<file path="src/sv/ctc_pkg.sv">
// Shared types, result codes and keyword/operator tables of the token classifier.
package ctc_pkg;

  typedef enum logic [2:0] {
    KIND_RESERVED = 3'd0,
    KIND_INTEGER  = 3'd1,
    KIND_FLOAT    = 3'd2,
    KIND_OPERATOR = 3'd3,
    KIND_VARIABLE = 3'd4,
    KIND_LINE     = 3'd5,
    KIND_ERROR    = 3'd6
  } kind_t;

  // One queued event: first result kind, and whether a line break follows it.
  typedef struct packed {
    kind_t kind;
    logic  with_line;
  } ev_t;

  localparam int unsigned QUEUE_DEPTH_DEF = 4;

  localparam int unsigned KW_COUNT = 16;
  localparam int unsigned OP_COUNT = 11;
  localparam logic [3:0]  LENGTH_CAP = 4'd9;
  localparam logic [1:0]  DOT_CAP    = 2'd2;

  localparam logic [7:0] CH_SEMI  = 8'h3B;
  localparam logic [7:0] CH_DOT   = 8'h2E;
  localparam logic [7:0] CH_UNDER = 8'h5F;

  // Strings right-aligned: first character in the highest used byte.
  localparam logic [63:0] KW_STR [KW_COUNT] = '{
    64'("const"),  64'("int"),    64'("float"),  64'("double"),
    64'("long"),   64'("static"), 64'("void"),   64'("char"),
    64'("extern"), 64'("return"), 64'("break"),  64'("enum"),
    64'("struct"), 64'("typedef"),64'("union"),  64'("goto")
  };
  localparam logic [3:0] KW_SIZE [KW_COUNT] = '{
    4'd5, 4'd3, 4'd5, 4'd6, 4'd4, 4'd6, 4'd4, 4'd4,
    4'd6, 4'd6, 4'd5, 4'd4, 4'd6, 4'd7, 4'd5, 4'd4
  };

  localparam logic [15:0] OP_STR [OP_COUNT] = '{
    16'("+"),  16'("-"),  16'("*"),  16'("/"),  16'("="), 16'("=="),
    16'("!="), 16'(">="), 16'("<="), 16'(">"),  16'("<")
  };
  localparam logic [3:0] OP_SIZE [OP_COUNT] = '{
    4'd1, 4'd1, 4'd1, 4'd1, 4'd1, 4'd2, 4'd2, 4'd2, 4'd2, 4'd1, 4'd1
  };

  // Does keyword idx hold byte c at position pos?
  function automatic logic kw_hit(input int unsigned idx, input logic [3:0] pos,
                                  input logic [7:0] c);
    logic [2:0] d;
    logic [5:0] sh;
    logic       hit;
    hit = 1'b0;
    d   = 3'd0;
    sh  = 6'd0;
    if (pos < KW_SIZE[idx]) begin
      d   = KW_SIZE[idx][2:0] - 3'd1 - pos[2:0];
      sh  = {d, 3'b000};
      hit = (KW_STR[idx][sh +: 8] == c);
    end
    return hit;
  endfunction

  function automatic logic op_hit(input int unsigned idx, input logic [3:0] pos,
                                  input logic [7:0] c);
    logic [1:0] d;
    logic [3:0] sh;
    logic       hit;
    hit = 1'b0;
    d   = 2'd0;
    sh  = 4'd0;
    if (pos < OP_SIZE[idx]) begin
      d   = OP_SIZE[idx][1:0] - 2'd1 - pos[1:0];
      sh  = {d[0], 3'b000};
      hit = (OP_STR[idx][sh +: 8] == c);
    end
    return hit;
  endfunction

endpackage

</file>
<file path="src/sv/ctc_front.sv">
// Front end: takes text bytes, tracks the open token and emits events on delimiters.
module ctc_front (
  input  logic           clk,
  input  logic           rst_n,
  input  logic           in_push,
  output logic           in_full,
  input  logic [7:0]     in_ch,
  input  logic           in_end_of_text,
  input  logic           q_full,
  output logic           ev_push,
  output ctc_pkg::ev_t   ev
);

  logic [ctc_pkg::KW_COUNT-1:0] kw_alive_r, kw_alive_nxt;
  logic [ctc_pkg::OP_COUNT-1:0] op_alive_r, op_alive_nxt;
  logic [3:0]                   len_r, len_nxt;
  logic [1:0]                   dots_r, dots_nxt;
  logic                         num_ok_r, num_ok_nxt;
  logic                         id_ok_r, id_ok_nxt;
  logic                         halted_r, halted_nxt;

  logic                         acc, is_space, is_digit, is_letter, semi, delim;
  logic [ctc_pkg::KW_COUNT-1:0] kw_len_hit;
  logic [ctc_pkg::OP_COUNT-1:0] op_len_hit;
  ctc_pkg::kind_t               tok_kind;

  assign in_full = q_full;
  assign acc     = in_push && !q_full;

  always_comb begin
    is_space  = (in_ch == 8'h20) || (in_ch >= 8'h09 && in_ch <= 8'h0D);
    is_digit  = (in_ch >= 8'h30 && in_ch <= 8'h39);
    is_letter = (in_ch >= 8'h61 && in_ch <= 8'h7A) || (in_ch >= 8'h41 && in_ch <= 8'h5A);
    semi      = !in_end_of_text && (in_ch == ctc_pkg::CH_SEMI);
    delim     = in_end_of_text || semi || is_space;
  end

  // Classify the token held in the registers (used when a delimiter arrives).
  always_comb begin
    for (int i = 0; i < ctc_pkg::KW_COUNT; i++) begin
      kw_len_hit[i] = kw_alive_r[i] && (ctc_pkg::KW_SIZE[i] == len_r);
    end
    for (int i = 0; i < ctc_pkg::OP_COUNT; i++) begin
      op_len_hit[i] = op_alive_r[i] && (ctc_pkg::OP_SIZE[i] == len_r);
    end
    priority if (|kw_len_hit)                  tok_kind = ctc_pkg::KIND_RESERVED;
    else if (|op_len_hit)                      tok_kind = ctc_pkg::KIND_OPERATOR;
    else if (num_ok_r && dots_r == 2'd0)       tok_kind = ctc_pkg::KIND_INTEGER;
    else if (num_ok_r && dots_r == 2'd1)       tok_kind = ctc_pkg::KIND_FLOAT;
    else if (id_ok_r)                          tok_kind = ctc_pkg::KIND_VARIABLE;
    else                                       tok_kind = ctc_pkg::KIND_ERROR;
  end

  always_comb begin
    kw_alive_nxt = kw_alive_r;
    op_alive_nxt = op_alive_r;
    len_nxt      = len_r;
    dots_nxt     = dots_r;
    num_ok_nxt   = num_ok_r;
    id_ok_nxt    = id_ok_r;
    halted_nxt   = halted_r;
    ev_push      = 1'b0;
    ev.kind      = tok_kind;
    ev.with_line = semi;

    if (acc && !halted_r) begin
      if (!delim) begin
        for (int i = 0; i < ctc_pkg::KW_COUNT; i++) begin
          kw_alive_nxt[i] = kw_alive_r[i] && ctc_pkg::kw_hit(i, len_r, in_ch);
        end
        for (int i = 0; i < ctc_pkg::OP_COUNT; i++) begin
          op_alive_nxt[i] = op_alive_r[i] && ctc_pkg::op_hit(i, len_r, in_ch);
        end
        if (!is_digit) begin
          if (in_ch == ctc_pkg::CH_DOT) begin
            if (dots_r < ctc_pkg::DOT_CAP) dots_nxt = dots_r + 2'd1;
          end else begin
            num_ok_nxt = 1'b0;
          end
        end
        if (len_r == 4'd0) begin
          if (!(is_letter || in_ch == ctc_pkg::CH_UNDER)) id_ok_nxt = 1'b0;
        end else begin
          if (!(is_letter || is_digit || in_ch == ctc_pkg::CH_UNDER)) id_ok_nxt = 1'b0;
        end
        if (len_r < ctc_pkg::LENGTH_CAP) len_nxt = len_r + 4'd1;
      end else begin
        kw_alive_nxt = '1;
        op_alive_nxt = '1;
        len_nxt      = 4'd0;
        dots_nxt     = 2'd0;
        num_ok_nxt   = 1'b1;
        id_ok_nxt    = 1'b1;
        if (len_r != 4'd0) begin
          ev_push = 1'b1;
          if (tok_kind == ctc_pkg::KIND_ERROR) begin
            halted_nxt   = 1'b1;
            ev.with_line = 1'b0;
          end
        end else if (semi) begin
          ev_push      = 1'b1;
          ev.kind      = ctc_pkg::KIND_LINE;
          ev.with_line = 1'b0;
        end
      end
    end
  end

  always_ff @(posedge clk) begin
    if (!rst_n) begin
      kw_alive_r <= '1;
      op_alive_r <= '1;
      len_r      <= 4'd0;
      dots_r     <= 2'd0;
      num_ok_r   <= 1'b1;
      id_ok_r    <= 1'b1;
      halted_r   <= 1'b0;
    end else begin
      kw_alive_r <= kw_alive_nxt;
      op_alive_r <= op_alive_nxt;
      len_r      <= len_nxt;
      dots_r     <= dots_nxt;
      num_ok_r   <= num_ok_nxt;
      id_ok_r    <= id_ok_nxt;
      halted_r   <= halted_nxt;
    end
  end

endmodule

</file>
<file path="src/sv/ctc_queue.sv">
// Small event queue between the front end and the result sequencer.
module ctc_queue #(
  parameter int unsigned DEPTH = ctc_pkg::QUEUE_DEPTH_DEF
) (
  input  logic         clk,
  input  logic         rst_n,
  input  logic         push,
  input  ctc_pkg::ev_t push_ev,
  output logic         full,
  input  logic         pop,
  output logic         head_valid,
  output ctc_pkg::ev_t head_ev
);

  localparam int unsigned PW = (DEPTH > 1) ? $clog2(DEPTH) : 1;
  localparam int unsigned CW = $clog2(DEPTH + 1);
  localparam logic [PW-1:0] LAST_PTR = PW'(DEPTH - 1);
  localparam logic [CW-1:0] FULL_CNT = CW'(DEPTH);

  ctc_pkg::ev_t  slot_r [DEPTH];
  logic [PW-1:0] wr_ptr_r, rd_ptr_r;
  logic [CW-1:0] count_r;
  logic          do_push, do_pop;

  assign full       = (count_r == FULL_CNT);
  assign head_valid = (count_r != '0);
  assign head_ev    = slot_r[rd_ptr_r];
  assign do_push    = push && !full;
  assign do_pop     = pop && head_valid;

  always_ff @(posedge clk) begin
    if (do_push) slot_r[wr_ptr_r] <= push_ev;
  end

  always_ff @(posedge clk) begin
    if (!rst_n) begin
      wr_ptr_r <= '0;
      rd_ptr_r <= '0;
      count_r  <= '0;
    end else begin
      if (do_push) wr_ptr_r <= (wr_ptr_r == LAST_PTR) ? '0 : wr_ptr_r + PW'(1);
      if (do_pop)  rd_ptr_r <= (rd_ptr_r == LAST_PTR) ? '0 : rd_ptr_r + PW'(1);
      unique case ({do_push, do_pop})
        2'b10:   count_r <= count_r + CW'(1);
        2'b01:   count_r <= count_r - CW'(1);
        default: count_r <= count_r;
      endcase
    end
  end

endmodule

</file>
<file path="src/sv/ctc_back.sv">
// Back end: turns each queued event into one or two result words.
module ctc_back (
  input  logic         clk,
  input  logic         rst_n,
  input  logic         head_valid,
  input  ctc_pkg::ev_t head_ev,
  output logic         q_pop,
  output logic         out_empty,
  input  logic         out_pop,
  output logic [2:0]   out_kind,
  output logic         out_last
);

  // Set while the trailing line break of a two-word event is on show.
  logic second_r, second_nxt;
  logic take;

  assign out_empty = !head_valid;
  assign take      = out_pop && head_valid;
  assign out_kind  = second_r ? 3'(ctc_pkg::KIND_LINE) : 3'(head_ev.kind);
  assign out_last  = second_r || !head_ev.with_line;

  always_comb begin
    second_nxt = second_r;
    q_pop      = 1'b0;
    if (take) begin
      if (head_ev.with_line && !second_r) begin
        second_nxt = 1'b1;
      end else begin
        second_nxt = 1'b0;
        q_pop      = 1'b1;
      end
    end
  end

  always_ff @(posedge clk) begin
    if (!rst_n) begin
      second_r <= 1'b0;
    end else begin
      second_r <= second_nxt;
    end
  end

endmodule

</file>
<file path="src/sv/c_token_classifier_unit.sv">
// Top level of the token classifier: front end, event queue and result sequencer.
// Text bytes go in one word per cycle through in_push/in_full; a byte is taken
// every cycle as long as the event queue has room. Whitespace (space, tab, LF,
// VT, FF, CR), ';' or an end-of-text word closes the open token, which is then
// classified as reserved, operator, integer, float or variable, in that order
// of precedence, or flagged as a compile error. A ';' adds a line-break word
// after the token it closes. A compile error is the last word given: all later
// input is taken and dropped until reset. Results come out of out_kind/out_last
// through out_empty/out_pop; out_last marks the final word caused by one input.
// The event of the closing byte is registered in the queue before its first
// result shows. The queue holds QUEUE_DEPTH events; a token closed by ';' yields
// two result words from one event, so input stalls only if the consumer falls
// behind for long enough to fill the queue.
module c_token_classifier_unit #(
  parameter int unsigned QUEUE_DEPTH = ctc_pkg::QUEUE_DEPTH_DEF
) (
  input  logic       clk,
  input  logic       rst_n,
  // byte stream in
  input  logic       in_push,
  output logic       in_full,
  input  logic [7:0] in_ch,
  input  logic       in_end_of_text,
  // result words out
  output logic       out_empty,
  input  logic       out_pop,
  output logic [2:0] out_kind,
  output logic       out_last
);

  logic         q_full, ev_push, q_pop, head_valid;
  ctc_pkg::ev_t ev, head_ev;

  // front end: token tracking and classification
  ctc_front u_front (
    .clk            (clk),
    .rst_n          (rst_n),
    .in_push        (in_push),
    .in_full        (in_full),
    .in_ch          (in_ch),
    .in_end_of_text (in_end_of_text),
    .q_full         (q_full),
    .ev_push        (ev_push),
    .ev             (ev)
  );

  // decouples the front end from the consumer's pace
  ctc_queue #(
    .DEPTH (QUEUE_DEPTH)
  ) u_queue (
    .clk        (clk),
    .rst_n      (rst_n),
    .push       (ev_push),
    .push_ev    (ev),
    .full       (q_full),
    .pop        (q_pop),
    .head_valid (head_valid),
    .head_ev    (head_ev)
  );

  // back end: one or two result words per event
  ctc_back u_back (
    .clk        (clk),
    .rst_n      (rst_n),
    .head_valid (head_valid),
    .head_ev    (head_ev),
    .q_pop      (q_pop),
    .out_empty  (out_empty),
    .out_pop    (out_pop),
    .out_kind   (out_kind),
    .out_last   (out_last)
  );

endmodule
</file>
<file path="config.mk">
export PLATFORM = sky130hd
export DESIGN_NAME = c_token_classifier_unit
export DESIGN_NICKNAME = d
export VERILOG_FILES = /design/src/sv/ctc_pkg.sv /design/src/sv/ctc_front.sv /design/src/sv/ctc_queue.sv /design/src/sv/ctc_back.sv /design/src/sv/c_token_classifier_unit.sv
export SDC_FILE = /design/constraint.sdc
export NUM_CORES = 1
export LEC_CHECK = 0
export BUFFER_PORTS_ARGS = -buffer_cell sky130_fd_sc_hd__buf_4
export CAP_MARGIN = 40
export CORE_AREA = 2 2 101 103
export CTS_CLUSTER_SIZE = 30
export DETAILED_ROUTE_END_ITERATION = 12
export DIE_AREA = 0 0 103 105
export PLACE_DENSITY = 0.66
export SLEW_MARGIN = 20
export SYNTH_ARGS = -nofsm -noshare
export SYNTH_HDL_FRONTEND = slang
export SYNTH_SLANG_ARGS = --single-unit
</file>
<file path="constraint.sdc">
create_clock -name clk -period 3.99 [get_ports clk]
set_input_delay 0.798 -clock clk [delete_from_list [all_inputs] [get_ports clk]]
set_output_delay 0.798 -clock clk [all_outputs]
set_load 0.02 [all_outputs]
</file>
# Word-level counts from Yosys, hierarchy flattened
# Memory sizes are Yosys's and may differ from the RTL's. A register that Yosys moved wholly into a read port is not among the register bits.
# Cells that the tools add are included.
dict set report totals {
  ff_bits 44
  ram_bits 16
  in_bits 13
  out_inout_bits 6
  elab_cells 336
  memories 1
}
dict set report op_classes {
  add_sub_neg 13
  order_cmp 17
  eq_ne 49
  n_shift 27
  mux 122
  reduce_logical 96
}
# memory words width rd rd_ports_with_merged_regs wr line
set mem_list {}
lappend mem_list {u_queue.slot_r 4 4 1 1 1 ctc_queue.sv:20} ;# ctc_pkg::ev_t slot_r [DEPTH];
# operator count
set op_table {}
lappend op_table {{64-bit by 7-bit indexed part select with 8-bit output, first input constant} 16}
lappend op_table {{8-bit equality test} 27}
lappend op_table {{16-bit by 5-bit indexed part select with 8-bit output, first input constant} 11}
lappend op_table {{1-bit 2-to-1 mux} 99}
lappend op_table {{1-bit logical AND} 67}
lappend op_table {{8-bit by 6-bit equality test with 1-bit output, second input constant} 3}
lappend op_table {{4-bit 2-to-1 mux} 5}
lappend op_table {{2-bit 2-to-1 mux} 9}
lappend op_table {{3-bit 2-to-1 mux} 6}
lappend op_table {{3-bit by 4-bit equality test with 1-bit output, first input constant} 4}
lappend op_table {{8-bit by 7-bit >= comparator with 1-bit output, second input constant} 2}
lappend op_table {{8-bit by 7-bit less-or-equal comparator with 1-bit output, second input constant} 2}
lappend op_table {{4-bit by 3-bit less-than comparator with 1-bit output, second input constant} 4}
lappend op_table {{16-bit 2-to-1 mux} 1}
lappend op_table {{16-bit OR reduction} 1}
lappend op_table {{11-bit 2-to-1 mux} 1}
lappend op_table {{11-bit OR reduction} 1}
lappend op_table {{3-bit subtractor, first input constant} 3}
lappend op_table {{2-bit by 4-bit equality test with 1-bit output, first input constant} 2}
lappend op_table {{8-bit by 7-bit equality test with 1-bit output, second input constant} 1}
lappend op_table {{8-bit by 4-bit >= comparator with 1-bit output, second input constant} 1}
lappend op_table {{8-bit by 6-bit >= comparator with 1-bit output, second input constant} 1}
lappend op_table {{8-bit by 4-bit less-or-equal comparator with 1-bit output, second input constant} 1}
lappend op_table {{8-bit by 6-bit less-or-equal comparator with 1-bit output, second input constant} 1}
lappend op_table {{29 further kinds} 55}

# Depth between registers and ports, before layout
dict set report depth {
  word_depth 11
  mapped_depth 14
  ltp_nobuf 12
}

# Modules after synthesis
# Synthesis repeated with hierarchy kept, for this count alone.
dict set report unflattened {
  cells_unflattened 577
  hier_area_um2 4845.9
}
# module instances cells_per_inst area_per_inst_um2 seq_area_each_um2
set by_module_without_submodules {}
lappend by_module_without_submodules {ctc_front 1 491 3699.8 720.7}
lappend by_module_without_submodules {ctc_queue 1 76 1066.0 660.6}
lappend by_module_without_submodules {ctc_back 1 10 80.1 20.0}

# Least setup slack after synthesis
# No wires, ideal clock.
dict set report synth_timing {
  kind {input -> register}
  startpoint {input port in_ch[2]}
  endpoint {register u_queue.count_r[2]}
  setup_ns 0.076
  t_arrival_ns 3.149
  required_time_ns 3.914
  slack_ns 0.765
  path_stages 12
  n_path_buf 1
  cell_sequence {buf_2 -> or4b_4 -> a2111oi_4 -> o41a_1 -> and2_1 -> inv_1 -> ha_1 -> inv_1 -> fa_1 -> xor2_1 -> or3_1 -> a21boi_0}
}
dict set report synth_between {
  elab_chain_cells 9
}
# item line
set synth_rtl {}
lappend synth_rtl {{start, declared} c_token_classifier_unit.sv:22} ;# input logic [7:0] in_ch,
lappend synth_rtl {{8-bit by 4-bit >= comparator with 1-bit output (tied with other cells)} ctc_front.sv:31} ;# is_space = (in_ch == 8'h20) || (in_ch >= 8'h09 && in_ch <= 8'h0D);
lappend synth_rtl {{1-bit logical AND (on tied branches)} {ctc_front.sv:31, ctc_front.sv:34}}
lappend synth_rtl {{1-bit logical OR (tied with other cells)} ctc_front.sv:31}
lappend synth_rtl {{1-bit logical OR or 1-bit 2-to-1 mux (tied branches)} {ctc_front.sv:35, ctc_front.sv:94}}
lappend synth_rtl {{1-bit 2-to-1 mux *} ctc_front.sv:67} ;# if (!delim) begin
lappend synth_rtl {{1-bit 2-to-1 mux *} ctc_front.sv:66} ;# if (acc && !halted_r) begin
lappend synth_rtl {{1-bit logical AND *} ctc_queue.sv:28} ;# assign do_push = push && !full;
lappend synth_rtl {{2-bit by 1-bit equality test with 1-bit output or 2-bit equality test (tied branches)} ctc_queue.sv:43} ;# unique case ({do_push, do_pop})
lappend synth_rtl {{3-bit one-hot mux with 2 select lines or 2-bit nonzero test (tied branches)} --}
lappend synth_rtl {{end signal, assigned} ctc_queue.sv:44} ;# 2'b10: count_r <= count_r + CW'(1);
lappend synth_rtl {{end signal, assigned} ctc_queue.sv:45} ;# 2'b01: count_r <= count_r - CW'(1);
lappend synth_rtl {{end signal, assigned} ctc_queue.sv:46} ;# default: count_r <= count_r;
lappend synth_rtl {{end, declared} ctc_queue.sv:22} ;# logic [CW-1:0] count_r;
# Every way passes the cells marked *; elsewhere a longest branch is shown, timed or not.
# A chain may end at the register's enable or synchronous reset.

# Worst setup path after layout
dict set report layout_timing {
  startpoint {input port in_ch[3]}
  endpoint {register u_queue.count_r[2]}
}
# The elaborated chain is that of the path after synthesis.

==> impl_metrics.csv <==
group,metric,value,unit
logic_synthesis,synth_ff_type,"dfxtp_1",
critical_path,path_max_fanout,38,
logic_synthesis,syn_inst,580,
timing,tns,0,ps
clock_network,clock_sinks,62,
outcome,status,"completed",
placement,dp_hpwl,9050,um
clock_network,hold_buffers,0,
finish,final_cell_area,5200,um^2
placement,gp_congestion,0.876,
global_routing,grt_usage,0.252,
critical_path,max_stage_delay,710,ps
pwr,comb_power_share,0.201,
pwr,power.density,308,nW/um^2
clock_network,htreeDepth,3,
global_routing,grt_pass1_vias,4050,
route,first_pass_iters,5,
clock_network,path_clk_slew,90,ps
timing,worst_pin_slew,870,ps
timing,setup_slack,732,ps
placement,pre_cts_ws,462,ps
timing,slew_headroom,0.419,
min_path,hold_class,"register to register",
route,drtIter0Drc,467,
timing,period_minus_slack,3260,ps
timing,rsz0062_at_grt,"no",
route,wirelength,12900,um
global_routing,grt_overflow,0,
critical_path,cp-start-kind,"input pin",
timing,fmax,0.307,GHz
logic_synthesis,seq_area_frac_synth,0.293,
clock_network,postCtsSetupRepairBufs,0,
global_routing,antenna_found_initial,0,
route,vias_per_cell,6.06,
pwr,clockPowerShare,0.369,
min_path,min_to,"u_front.op_alive_r[8]",
clock_network,cts_tree,"built",
critical_path,timing.rr.start,"u_front.len_r[1]",
critical_path,worst_setup_path_end_kind,"register",
timing,post-route-period-util,0.817,
logic_synthesis,synth_top_area_cell,"dfxtp_1",
floorplan,start_util,0.496,
route,drc,0,
timing,hold_violations,0,
pwr,p_int,1.09,mW
floorplan,die_w,103,um
global_routing,grt_pass1_wl,21100,um
logic_synthesis,synth_fp_nets,621,
logic_synthesis,async_flop_share,0,
floorplan,die_h,105,um
global_routing,grt_max_degree,39,
clock_network,cts_resized,0,
pwr,p_leak,1.85,nW
logic_synthesis,ys_warn_count,0,
placement,dpl-instance-area,5000,um^2
critical_path,arrival,3540,ps
clock_network,cts_made_buffers,9,
route,post_drt_wl_per_cell,18.1,um
critical_path,timing.rr.end,"u_queue.count_r[2]",
floorplan,ioPinCount,19,
route,antenna_left,0,
run,max_cap_viol_count,0,
logic_synthesis,synth.distinct_cells,71,
clock_network,clk-insertion-delay-late,360,ps
timing,maxSlewViolCount,0,
critical_path,worst_r2r_path_depth,13,
floorplan,core.rowCount,36,
finish,layout-drive-gt1-share,0.111,
timing,finalSetupViolCount,0,
min_path,holdPathStages,2,
clock_network,clockRootBuffer,"clkbuf_8",
logic_synthesis,avgSynthCellArea,8.25,um^2
finish,final_nets,615,
finish,diodes,0,
pwr,p_total,1.60,mW
critical_path,crit_chain,"buf_4 -> nand3b_1 -> a2111oi_0 -> o41a_1 -> and2_1 -> inv_1 -> ha_1 -> inv_1 -> fa_1 -> xor2_1 -> or3_1 -> a21boi_0",
logic_synthesis,synth_seq_cells,62,
critical_path,worst_path_max_delay_cell,"a2111oi_0",
floorplan,die_area,10800,um^2
route,vias,4318,
logic_synthesis,synthMostInstantiatedCell,"nand2_1",
pwr,pwr-share-seq,0.431,
logic_synthesis,syn-cell-area,4780,um^2
timing,finalClockSkew,18.5,ps
pwr,peakVddDrop,0.196,mV
pwr,p_sw_frac,0.318,
floorplan,core,9640,um^2
critical_path,r2r_slack,990,ps
critical_path,path_class,"input pin to register",
critical_path,cp_common_cell,"inv_1",
logic_synthesis,ys_top_cells_by_count,"nand2_1, dfxtp_1, xnor2_1",
critical_path,crit_required,4280,ps
placement,io_buffers,18,
logic_synthesis,synth.area.top_cells,"dfxtp_1, edfxtp_1, ha_1",
logic_synthesis,synth_edf_count,16,
clock_network,cts_max_path_buffers,2,
pwr,p_sw,0.508,mW
min_path,min_from,"u_front.op_alive_r[8]",
logic_synthesis,synth_top_cell_area_share,0.193,
finish,syn_to_final_growth,8.68,%
[per-stage QoR]
stage,cells,utilization,hold slack (ps)
CTS,712,0.539,449
floorplan,580,-,415
global placement,695,0.517,431
finish,712,0.539,444
global route,712,0.539,481
detailed placement,696,0.518,434
[routing by layer]
metal,global-route usage,vias to the layer above,part of all wire
met1,0.365,2036,0.47
met4,0.106,0,0.026
met5,0,-,0
met2,0.362,184,0.43
met3,0.0482,31,0.077
li1,-,2067,-
[worst max path at each step]
stage                     startpoint            endpoint  slack (ps)  cells after the start
final                       in_ch[3]  u_queue.count_r[2]         730                     12
after global routing        in_ch[3]  u_queue.count_r[2]         530                     12
after CTS                   in_ch[3]  u_queue.count_r[2]         780                     12
after detailed placement    in_ch[3]  u_queue.count_r[2]         460                     12
after global placement      in_ch[3]  u_queue.count_r[2]         530                     12
after floorplan             in_ch[2]  u_queue.count_r[2]         770                     12
[registers in the layout, summed over array words and instances, names as in the netlist, named ones only]
register and count:
u_queue.count_r 3, u_back.second_r 1, u_front.num_ok_r 1, u_queue.wr_ptr_r 2
u_front.dots_r 2, u_queue.rd_ptr_r 2, u_front.halted_r 1, u_front.len_r 4
u_queue.slot_r 16, u_front.op_alive_r 11, u_front.kw_alive_r 16, u_front.id_ok_r 1
[kinds of logic (layout without fill, tap and decap cells)]
family / count (synthesis) / count (layout) / share of synthesized area
xor+xnor: 55 / 55 / 0.101
mux: 14 / 14 / 0.0398
buf+inv: 74 / 73 / 0.0617
flops: 62 / 62 / 0.293
simple gates: 220 / 220 / 0.246
compound gates: 127 / 127 / 0.184
fa+ha+maj: 28 / 28 / 0.0748
[area by class of cell]
type                       count  area, um^2
clock inverter                 7        78.8
inverter                      25        93.8
timing repair buffer          32         248
clock buffer                   9         124
multi-input combinational    444        3090
fill                         912        4440
tap                          133         166
sequential                    62        1400
[placed cells by master, fill, tap and decap left out, types with 5 or more instances in the layout]
cell	instances
o32ai_1	7
xnor2_1	33
a21oi_1	25
nor2b_1	9
nand3b_1	10
ha_1	27
o21ai_1	7
mux2i_1	10
o211ai_1	8
or3_1	7
nand2_1	65
o21ai_0	27
and2_1	6
nand3_1	16
nor3_1	17
a21boi_0	5
nor2_1	28
inv_1	24
clkbuf_8	9
xor2_1	22
nor4_1	9
dfxtp_1	46
or4_1	5
a31oi_1	6
nand4_1	10
edfxtp_1	16
a2111oi_0	5
nand2b_1	8
buf_4	31
and3_1	7
[power by group through the flow]
stage          clock [mW]  sequential, mW  combinational, mW
5_1_grt             0.628           0.692              0.353
3_5_place_dp            0           0.703              0.314
3_3_place_gp            0           0.702              0.309
4_1_cts             0.605           0.689              0.315
2_1_floorplan           0           0.699              0.237
6_report            0.589           0.689              0.321
[worst max-delay path, delay by kind of cell]
family | cells | cell delay (ps)
compound gates | 3 | 1130
simple gates | 3 | 630
buf+inv | 3 | 510
fa+ha+maj | 2 | 400
xor+xnor | 1 | 70
(Power assumes the default switching activity.)
